File: config.mk
export PLATFORM = sky130hd
export DESIGN_NAME = sis_ctrl
export DESIGN_NICKNAME = d
export VERILOG_FILES = /design/src/sv/sis_pkg.sv /design/src/sv/sis_ctrl.sv
export VERILOG_INCLUDE_DIRS = /design/src /design/src/sv
export SDC_FILE = /design/constraint.sdc
export NUM_CORES = 1
export LEC_CHECK = 0
export BUFFER_PORTS_ARGS = -buffer_cell sky130_fd_sc_hd__buf_4
export CAP_MARGIN = 10
export CORE_UTILIZATION = 55
export DETAILED_ROUTE_END_ITERATION = 6
export PLACE_DENSITY_LB_ADDON = 0.12
export SETUP_SLACK_MARGIN = 0.15
export SLEW_MARGIN = 40
export SYNTH_ARGS = -nofsm -noshare
export SYNTH_HDL_FRONTEND = slang
export SYNTH_SLANG_ARGS = --single-unit
File: constraint.sdc
create_clock -name clock -period 3.9 [get_ports clock]
set_input_delay 0.39 -clock clock [delete_from_list [all_inputs] [get_ports clock]]
set_output_delay 0.39 -clock clock [all_outputs]
set_load 0.02 [all_outputs]
File: src/sv/assert_macros.svh
// Assertion macros for the sorted integer set RTL.
// No dependencies; included by sis_ctrl, the module that carries checks.
`ifndef ASSERT_MACROS_SVH
`define ASSERT_MACROS_SVH
`ifndef SYNTHESIS
`define SIS_ASSERT_IMPLY(lbl, clk, rst, ante, cons) \
   lbl: assert property (@(posedge clk) disable iff (rst) (ante) |-> (cons)) \
      else $error("sorted set: same-cycle check failed");
`define SIS_ASSERT_NEXT(lbl, clk, rst, ante, cons) \
   lbl: assert property (@(posedge clk) disable iff (rst) (ante) |=> (cons)) \
      else $error("sorted set: next-cycle check failed");
`else
`define SIS_ASSERT_IMPLY(lbl, clk, rst, ante, cons)
`define SIS_ASSERT_NEXT(lbl, clk, rst, ante, cons)
`endif
`endif

File: src/sv/sis_pkg.sv
// Package of the sorted integer set: codes, field widths, result struct and helpers.
// No dependencies; imported by the controller and the top level.
package sis_pkg;

   localparam int DEFAULT_CAPACITY = 256;
   localparam int VALUE_W          = 64;
   localparam int INDEX_W          = 8;
   localparam int COUNT_OUT_W      = 9;

   localparam logic signed [VALUE_W-1:0] FIT16_HI = 64'sd32767;
   localparam logic signed [VALUE_W-1:0] FIT16_LO = -64'sd32768;
   localparam logic signed [VALUE_W-1:0] FIT32_HI = 64'sd2147483647;
   localparam logic signed [VALUE_W-1:0] FIT32_LO = -64'sd2147483648;

   typedef enum logic [1:0] {
      OP_INSERT = 2'd0,
      OP_REMOVE = 2'd1,
      OP_FIND   = 2'd2,
      OP_READ   = 2'd3
   } opcode_type;

   typedef enum logic [1:0] {
      WIDTH_16 = 2'd0,
      WIDTH_32 = 2'd1,
      WIDTH_64 = 2'd2
   } width_type;

   typedef enum logic [3:0] {
      ST_IDLE,
      ST_START,
      ST_SRCH,
      ST_SRCH_CMP,
      ST_DECIDE,
      ST_SHIFT,
      ST_INS_PUT,
      ST_RD_WAIT,
      ST_DONE
   } state_type;

   typedef struct packed {
      logic                      ok;
      logic                      full_res;
      logic signed [VALUE_W-1:0] read_value;
      logic [COUNT_OUT_W-1:0]    count;
      width_type                 width_code;
   } result_type;

   // Smallest element width that holds the value.
   function automatic width_type width_of(input logic signed [VALUE_W-1:0] v);
      width_type w;
      if (v >= FIT16_LO && v <= FIT16_HI) begin
         w = WIDTH_16;
      end else if (v >= FIT32_LO && v <= FIT32_HI) begin
         w = WIDTH_32;
      end else begin
         w = WIDTH_64;
      end
      return w;
   endfunction

endpackage

File: src/sv/sis_ctrl.sv
// Sequencer of the sorted integer set: binary search, entry shifting and register state.
// Depends on sis_pkg and assert_macros.svh; drives the ports of one sis_ram.
`include "assert_macros.svh"
module sis_ctrl #(
   parameter int CAPACITY = 256
) (
   input  logic                                 clock,
   input  logic                                 reset,
   input  logic                                 req_valid,
   output logic                                 req_stall,
   input  logic [1:0]                           req_opcode,
   input  logic signed [sis_pkg::VALUE_W-1:0]   req_value,
   input  logic [sis_pkg::INDEX_W-1:0]          req_index,
   output logic                                 res_valid,
   input  logic                                 res_take,
   output sis_pkg::result_type                  res,
   output logic                                 ram_wr_en,
   output logic [$clog2(CAPACITY)-1:0]          ram_wr_addr,
   output logic [sis_pkg::VALUE_W-1:0]          ram_wr_data,
   output logic                                 ram_rd_en,
   output logic [$clog2(CAPACITY)-1:0]          ram_rd_addr,
   input  logic [sis_pkg::VALUE_W-1:0]          ram_rd_data
);
   import sis_pkg::*;

   localparam int AW  = $clog2(CAPACITY);
   localparam int CW  = $clog2(CAPACITY + 1);
   localparam int SW  = CW + 1;
   localparam int IXW = (CW > INDEX_W) ? CW : INDEX_W;
   localparam int XW  = (CW > COUNT_OUT_W) ? CW : COUNT_OUT_W;

   state_type                 state_ff, state_in;
   opcode_type                op_ff, op_in;
   logic signed [VALUE_W-1:0] value_ff, value_in;
   logic [INDEX_W-1:0]        index_ff, index_in;
   width_type                 need_ff, need_in;
   width_type                 width_ff, width_in;
   logic [CW-1:0]             count_ff, count_in;
   logic [CW-1:0]             lo_ff, lo_in;
   logic [CW-1:0]             hi_ff, hi_in;
   logic [AW-1:0]             mid_ff, mid_in;
   logic                      found_ff, found_in;
   logic [CW-1:0]             pos_ff, pos_in;
   logic [AW-1:0]             src_ff, src_in;
   logic [AW-1:0]             dst_ff, dst_in;
   logic [CW-1:0]             moves_ff, moves_in;
   logic                      pend_ff, pend_in;
   logic                      ok_ff, ok_in;
   logic                      full_ff, full_in;
   logic [VALUE_W-1:0]        rdata_ff, rdata_in;

   logic [SW-1:0]             mid_sum;
   logic [IXW-1:0]            idx_ext;
   logic [IXW-1:0]            cnt_ix;
   logic [XW-1:0]             cnt_ext;
   logic                      shift_done;
   logic                      entry_lt;
   logic                      entry_gt;

   assign mid_sum    = SW'(lo_ff) + SW'(hi_ff);
   assign idx_ext    = IXW'(index_ff);
   assign cnt_ix     = IXW'(count_ff);
   assign cnt_ext    = XW'(count_ff);
   assign shift_done = (moves_ff == '0) && !pend_ff;
   assign entry_lt   = $signed(ram_rd_data) < value_ff;
   assign entry_gt   = $signed(ram_rd_data) > value_ff;

   always_ff @(posedge clock) begin
      if (reset) begin
         state_ff <= ST_IDLE;
         count_ff <= '0;
         width_ff <= WIDTH_16;
         pend_ff  <= 1'b0;
         moves_ff <= '0;
      end else begin
         state_ff <= state_in;
         count_ff <= count_in;
         width_ff <= width_in;
         pend_ff  <= pend_in;
         moves_ff <= moves_in;
      end
      op_ff    <= op_in;
      value_ff <= value_in;
      index_ff <= index_in;
      need_ff  <= need_in;
      lo_ff    <= lo_in;
      hi_ff    <= hi_in;
      mid_ff   <= mid_in;
      found_ff <= found_in;
      pos_ff   <= pos_in;
      src_ff   <= src_in;
      dst_ff   <= dst_in;
      ok_ff    <= ok_in;
      full_ff  <= full_in;
      rdata_ff <= rdata_in;
   end

   // Next state.
   always_comb begin
      state_in = state_ff;
      unique case (state_ff)
         ST_IDLE: begin
            if (req_valid) begin
               state_in = ST_START;
            end
         end
         ST_START: begin
            unique case (op_ff)
               OP_READ: begin
                  state_in = (idx_ext < cnt_ix) ? ST_RD_WAIT : ST_DONE;
               end
               OP_INSERT: begin
                  state_in = (need_ff > width_ff) ? ST_DECIDE : ST_SRCH;
               end
               default: begin
                  state_in = (need_ff > width_ff) ? ST_DONE : ST_SRCH;
               end
            endcase
         end
         ST_SRCH: begin
            state_in = (lo_ff < hi_ff) ? ST_SRCH_CMP : ST_DECIDE;
         end
         ST_SRCH_CMP: begin
            state_in = (entry_lt || entry_gt) ? ST_SRCH : ST_DECIDE;
         end
         ST_DECIDE: begin
            unique case (op_ff)
               OP_INSERT: begin
                  if (found_ff || count_ff >= CW'(CAPACITY)) begin
                     state_in = ST_DONE;
                  end else begin
                     state_in = ST_SHIFT;
                  end
               end
               OP_REMOVE: begin
                  state_in = found_ff ? ST_SHIFT : ST_DONE;
               end
               default: begin
                  state_in = ST_DONE;
               end
            endcase
         end
         ST_SHIFT: begin
            if (shift_done) begin
               state_in = (op_ff == OP_INSERT) ? ST_INS_PUT : ST_DONE;
            end
         end
         ST_INS_PUT: begin
            state_in = ST_DONE;
         end
         ST_RD_WAIT: begin
            state_in = ST_DONE;
         end
         ST_DONE: begin
            if (res_take) begin
               state_in = ST_IDLE;
            end
         end
         default: begin
            state_in = ST_IDLE;
         end
      endcase
   end

   // Datapath, memory port and result.
   always_comb begin
      op_in       = op_ff;
      value_in    = value_ff;
      index_in    = index_ff;
      need_in     = need_ff;
      width_in    = width_ff;
      count_in    = count_ff;
      lo_in       = lo_ff;
      hi_in       = hi_ff;
      mid_in      = mid_ff;
      found_in    = found_ff;
      pos_in      = pos_ff;
      src_in      = src_ff;
      dst_in      = dst_ff;
      moves_in    = moves_ff;
      pend_in     = pend_ff;
      ok_in       = ok_ff;
      full_in     = full_ff;
      rdata_in    = rdata_ff;
      ram_wr_en   = 1'b0;
      ram_wr_addr = dst_ff;
      ram_wr_data = ram_rd_data;
      ram_rd_en   = 1'b0;
      ram_rd_addr = mid_ff;

      unique case (state_ff)
         ST_IDLE: begin
            if (req_valid) begin
               op_in    = opcode_type'(req_opcode);
               value_in = req_value;
               index_in = req_index;
               need_in  = width_of(req_value);
            end
         end
         ST_START: begin
            ok_in    = 1'b0;
            full_in  = 1'b0;
            rdata_in = '0;
            lo_in    = '0;
            hi_in    = count_ff;
            if (op_ff == OP_READ) begin
               ram_rd_en   = idx_ext < cnt_ix;
               ram_rd_addr = idx_ext[AW-1:0];
            end else if (op_ff == OP_INSERT && need_ff > width_ff) begin
               // Wider than anything stored: negatives go first, the rest last.
               found_in = 1'b0;
               pos_in   = value_ff[VALUE_W-1] ? '0 : count_ff;
            end
         end
         ST_SRCH: begin
            if (lo_ff < hi_ff) begin
               mid_in      = mid_sum[AW:1];
               ram_rd_en   = 1'b1;
               ram_rd_addr = mid_sum[AW:1];
            end else begin
               found_in = 1'b0;
               pos_in   = lo_ff;
            end
         end
         ST_SRCH_CMP: begin
            if (entry_lt) begin
               lo_in = CW'(mid_ff) + CW'(1);
            end else if (entry_gt) begin
               hi_in = CW'(mid_ff);
            end else begin
               found_in = 1'b1;
               pos_in   = CW'(mid_ff);
            end
         end
         ST_DECIDE: begin
            pend_in = 1'b0;
            unique case (op_ff)
               OP_INSERT: begin
                  if (!found_ff) begin
                     if (count_ff >= CW'(CAPACITY)) begin
                        full_in = 1'b1;
                     end else begin
                        if (need_ff > width_ff) begin
                           width_in = need_ff;
                        end
                        src_in   = AW'(count_ff - CW'(1));
                        moves_in = count_ff - pos_ff;
                     end
                  end
               end
               OP_REMOVE: begin
                  src_in   = AW'(pos_ff + CW'(1));
                  moves_in = count_ff - pos_ff - CW'(1);
               end
               default: begin
                  ok_in = found_ff;
               end
            endcase
         end
         ST_SHIFT: begin
            // Read one entry and write back the one read in the cycle before.
            ram_rd_addr = src_ff;
            ram_wr_en   = pend_ff;
            if (moves_ff != '0) begin
               ram_rd_en = 1'b1;
               pend_in   = 1'b1;
               moves_in  = moves_ff - CW'(1);
               if (op_ff == OP_INSERT) begin
                  dst_in = src_ff + AW'(1);
                  src_in = src_ff - AW'(1);
               end else begin
                  dst_in = src_ff - AW'(1);
                  src_in = src_ff + AW'(1);
               end
            end else begin
               pend_in = 1'b0;
            end
            if (shift_done && op_ff == OP_REMOVE) begin
               count_in = count_ff - CW'(1);
               ok_in    = 1'b1;
            end
         end
         ST_INS_PUT: begin
            ram_wr_en   = 1'b1;
            ram_wr_addr = pos_ff[AW-1:0];
            ram_wr_data = value_ff;
            count_in    = count_ff + CW'(1);
            ok_in       = 1'b1;
         end
         ST_RD_WAIT: begin
            ok_in    = 1'b1;
            rdata_in = ram_rd_data;
         end
         ST_DONE: begin
         end
         default: begin
         end
      endcase
   end

   assign req_stall      = state_ff != ST_IDLE;
   assign res_valid      = state_ff == ST_DONE;
   assign res.ok         = ok_ff;
   assign res.full_res   = full_ff;
   assign res.read_value = rdata_ff;
   assign res.count      = cnt_ext[COUNT_OUT_W-1:0];
   assign res.width_code = width_ff;

   `SIS_ASSERT_IMPLY(a_count_bound, clock, reset, 1'b1, count_ff <= CW'(CAPACITY))
   `SIS_ASSERT_IMPLY(a_shift_no_overlap, clock, reset, ram_wr_en && ram_rd_en, ram_wr_addr != ram_rd_addr)
   `SIS_ASSERT_NEXT(a_width_monotone, clock, reset, !reset, width_ff >= $past(width_ff))
   `SIS_ASSERT_IMPLY(a_shift_op, clock, reset, state_ff == ST_SHIFT, op_ff == OP_INSERT || op_ff == OP_REMOVE)
   `SIS_ASSERT_IMPLY(a_full_only_insert, clock, reset, res_valid && full_ff, op_ff == OP_INSERT && !ok_ff)

endmodule
-- After elaboration in Yosys (flattened, before gate mapping)
Index checks and enable logic that the tools add are counted.
- flip-flop bits (word level): 219
- bits of input ports: 142
- output and inout bits: 161
- word-level logic and storage cells: 169
- add/sub/neg operators: 10
- $lt $le $gt $ge: 10
- eq/ne operators: 29
- multiplexer cells: 66
- bitwise logic cells: 2
- reduce and logical (&&, ||, !) cells: 33
- operator list (operator ; count):
    $pmux W64 S2 ; 1
    $mux W9 ; 13
    $pmux W9 S2 ; 5
    $ge A64 B16 Y1 const B ; 1
    $ge A64 B32 Y1 const B ; 1
    $gt A64 B64 Y1 ; 1
    $le A64 B16 Y1 const B ; 1
    $le A64 B32 Y1 const B ; 1
    $lt A64 B64 Y1 ; 1
    $mux W64 ; 1
    $mux W8 ; 8
    $mux W4 ; 8
    $pmux W4 S8 ; 1
    $pmux W8 S2 ; 2
    $ne A2 B2 Y1 const B ; 15
    $pmux W9 S3 ; 1
    $sub A9 B1 Y9 const B ; 3
    $pmux W8 S3 ; 1
    $add A8 B1 Y8 const B ; 2
    $eq A4 B3 Y1 const B ; 4
    $pmux W4 S2 ; 2
    $mux W1 ; 13
    $reduce_and A5 Y1 ; 2
    $reduce_bool A2 Y1 ; 5
    36 further kinds ; 57

-- Logic depth before layout (Yosys ltp)
- word-level depth: 5
- gate-level depth with buffers: 12
- depth with buffers taken out: 12

-- Least setup slack after synthesis
No wires, ideal clock.
- path type: input-to-reg
- start point: input port ram_rd_data[14] (netlist name)
- end point: register found_ff (enable)
- setup time: 0.394 ns
- arrival: 2.993 ns
- required time: 3.506 ns
- setup slack: 0.513 ns
- stages: 9
- path buffers: 0
- cells stage by stage: ha_1 nand4_1 or4_1 a21oi_1 a2111oi_0 o31a_1 o211ai_1 xor2_1 o31ai_1
- longest elaborated chain between the ends: 3
- elaborated cells on any way between the ends: 5
- ends and longest elaborated chain (item ; RTL line ; RTL):
    start, declared ; sis_ctrl.sv:22 ; input logic [sis_pkg::VALUE_W-1:0] ram_rd_data
    $gt A64 B64 Y1 / $lt A64 B64 Y1 (equally long branches) ; sis_ctrl.sv:66, sis_ctrl.sv:65 ;
    $ne A2 B2 Y1 (no line) ; -- ;
    $reduce_and A6 Y1 (no line) * ; -- ;
    end signal, assigned ; sis_ctrl.sv:89 ; found_ff <= found_in;
    end, declared ; sis_ctrl.sv:42 ; logic found_ff, found_in;
Every way passes the cells marked *; elsewhere a longest branch is shown, timed or not.
A chain may end at the register's enable or synchronous reset.

-- Worst setup path after layout
- start point: register lo_ff[1]
- end point: output port ram_rd_addr[6]
- longest elaborated chain between the ends: 3
- elaborated cells on any way between the ends: 4
- ends and longest elaborated chain (item ; RTL line ; RTL):
    start, declared ; sis_ctrl.sv:39 ; logic [CW-1:0] lo_ff, lo_in;
    start signal, assigned ; sis_ctrl.sv:86 ; lo_ff <= lo_in;
    $add A9 B9 Y9 / $lt A9 B9 Y1 (equally long branches) ; sis_ctrl.sv:60, sis_ctrl.sv:216 ;
    $mux W8 * ; sis_ctrl.sv:216 ; if (lo_ff < hi_ff) begin
    $pmux W8 S3 * ; sis_ctrl.sv:191 ; unique case (state_ff)
    end, declared ; sis_ctrl.sv:21 ; output logic [$clog2(CAPACITY)-1:0] ram_rd_addr,
Marks and branches as above.

==> qor.yml <==
clocking:
  cts_buffers: 25
  htree_levels: 1
  clk-insertion-delay-late_ns: 0.53
  clockBufferDepth: 3
  cts_tree: "built"
  ctsHoldBuffers: 0
  path_clk_slew_ns: 0.06
  clock_sinks: 219
  root_buffer: "clkbuf_16"
critical_path:
  crit_type: "reg2out"
  crit_required_ns: 3.51
  cp_data_arrival_time_ns: 3.29
  crit_fanout: 3
  cp-end-kind: "primary output"
  rr_worst_depth: 12
  cp-start-kind: "flip-flop"
synth:
  yosys-top-cells-area: "edfxtp_1, ha_1, o21ai_0"
  seq_area_frac_synth_pct: 48.0
  synth-seq-cells: 219
  avgSynthCellArea_um2: 9.82
  dominantRegCellSynth: "edfxtp_1"
  yosys.area.top_type: "edfxtp_1"
  synth_top_area_share_pct: 44.2
  synth_edf_count: 194
  synth_common_cells: "edfxtp_1, nand2_1, o21ai_0"
  synthArstFlopShare_pct: 0
  synth_area_um2: 13200
  synth.distinct_cells: 71
  synth_cells: 1344
  syn-num-nets: 1595
  synth_warnings: 0
  yosysMostFrequentCell: "edfxtp_1"
detailed_routing:
  drt-pass1-iter-count: 5
  antenna_left: 0
  vias_per_cell: 5.73
  vias: 11300
  drc: 0
  avgRoutedWirePerCell_um: 19.5
  wl_um: 38600
  drt_iter0_drc: 890
cells_and_area:
  seqCellArea_um2: 6330
  areaGrowthSynthToFinish_pct: 26.0
  n_antenna_cell: 0
  fin_cells: 1974
  design_area_um2: 16600
  multiInputGateArea_um2: 6190
  fin_nets: 1887
  drive_gt1_share_pct: 23.6
  fill_cells: 1791
global_routing:
  grt_pass1_wl_um: 58800
  grt_pass1_vias: 10800
  antenna_found_initial: 0
  grt_overflow: 0
  grt_max_degree: 65
  grt_usage_pct: 31.2
run:
  cap_violations: 0
pwr:
  p_leak_nw: 7.13
  ir_drop_mv: 0.319
  pwr_density_cell_nw_per_um2: 393
floorplan:
  fp.dieArea_um2: 24600
  coreArea_um2: 23500
  initial_core_util_pct: 56.2
  die_w_um: 157
  die_y_um: 157
  core.rowCount: 56
  io-pin-count: 303
placed_design:
  place_congestion: 0.953
  post-place-ws_ns: 0.427
  numPortBuffers: 302
  dp_cells: 1926
  placed_area_um2: 15900
  dpl.hpwl_um: 29700
outcome:
  status: "complete, no violations"
sta:
  tns_ns: 0
  max_freq_ghz: 0.272
  setup-violations-final: 0
  slew_viol_final: 0
  tightest_slew_ns: 0.719
  hold_viol_final: 0
  timing.final.ws_setup_ns: 0.220
  holdWs_ns: 0.0387
  min_period_ns: 3.68
  maxSlewHeadroom_pct: 52.1
  clock_skew_ns: 0.0118
  grt_setup_unrepaired: "true"
  timing.final.crit_share_pct: 94.3
min_path:
  hold_class: "in2reg"
  hold_path_depth: 1
==> flip-flops by register name (all words and copies together), names as in the netlist, 4 cells and up <==
signal	cells
cnt_ext	9
dst_ff	8
hi_ff	9
index_ff	8
lo_ff	9
mid_ff	8
moves_ff	9
pos_ff	9
rdata_ff	64
src_ff	8
state_ff	4
value_ff	64
==> final timing paths <==
kind | slack [ns] | from | endpoint
worst max register to register | 0.55 | value_ff[15] | hi_ff[7]
worst min register to register | 0.48 | moves_ff[4] | moves_ff[4]
worst min-delay path | 0.04 | req_value[5] | value_ff[5]
worst max-delay path | 0.22 | lo_ff[1] | ram_rd_addr[6]
==> critical path: stages, from the launching register on <==
cell,delay (ns)
edfxtp_1,0.42
ha_1,0.35
nand3b_1,0.18
a21oi_2,0.16
o21ai_0,0.09
a21oi_1,0.15
nor2_1,0.10
or4b_2,0.60
and4_1,0.23
o41ai_2,0.30
buf_4,0.20
==> repair_timing <==
item / 4_1_cts / 5_1_grt
pin swaps: 0 / 1
buffers inserted: 1 / 0
setup endpoints to repair: 1 / 3
gates resized for setup: 2 / 4
==> stage by stage <==
stage	power, mW	utilization, %
after floorplan	3.79	-
after global placement	4.39	67.5
final	6.53	70.8
after global routing	6.79	70.8
after CTS	6.54	70.7
after detailed placement	4.44	67.6
==> kinds of logic after synthesis <==
kind of cell | after synthesis | share of synthesized area [%]
fa+ha+maj | 109 | 10.5
mux | 24 | 1.83
xor+xnor | 57 | 3.78
simple gates | 455 | 17.2
buf+inv | 183 | 5.38
flops | 219 | 48.0
compound gates | 297 | 13.4
==> report_power, final <==
part | switching, mW | internal, mW | total, mW
registers | 0.0876 | 2.82 | 2.90
clock network | 0.932 | 1.18 | 2.11
logic | 0.906 | 0.605 | 1.51
==> cells in the final DEF, fill, tap and decap left out, types with 7 or more instances in the layout <==
cell / n
or3_1: 8
edfxtp_1: 194
nor2_1: 69
and2_1: 70
nand2_1: 143
clkbuf_1: 7
inv_1: 114
mux2i_1: 23
nand3_1: 40
o211ai_1: 14
xor2_1: 14
nand4_1: 31
nand2b_1: 7
nor3_1: 29
a211oi_1: 7
a21o_1: 8
nor4_1: 22
buf_4: 326
ha_1: 107
xnor2_1: 42
o21ai_0: 134
a21oi_1: 73
dfxtp_1: 25
clkbuf_16: 25
==> per-layer routing <==
| metal | GRT usage, % | wire, µm | part of all wire, % | vias up |
|---|---|---|---|---|
| met4 | 12.2 | 1470 | 3.8 | 0 |
| li1 | - | - | - | 5409 |
| met1 | 36.8 | 14400 | 37 | 5319 |
| met3 | 7.45 | 3270 | 8.5 | 89 |
| met2 | 54.8 | 19400 | 50 | 490 |
| met5 | 0 | 0 | 0 | - |
==> layout make-up <==
cell class | instances | share of cell area (%)
multi-input cells | 942 | 37.2
inverters | 117 | 2.64
clock inverters | 14 | 0.436
flip-flops and latches | 219 | 38.0
clock buffers | 32 | 3.92
repair buffers | 331 | 15.3
well taps | 319 | 2.40
No activity file was read; power rests on OpenSTA's default activity.
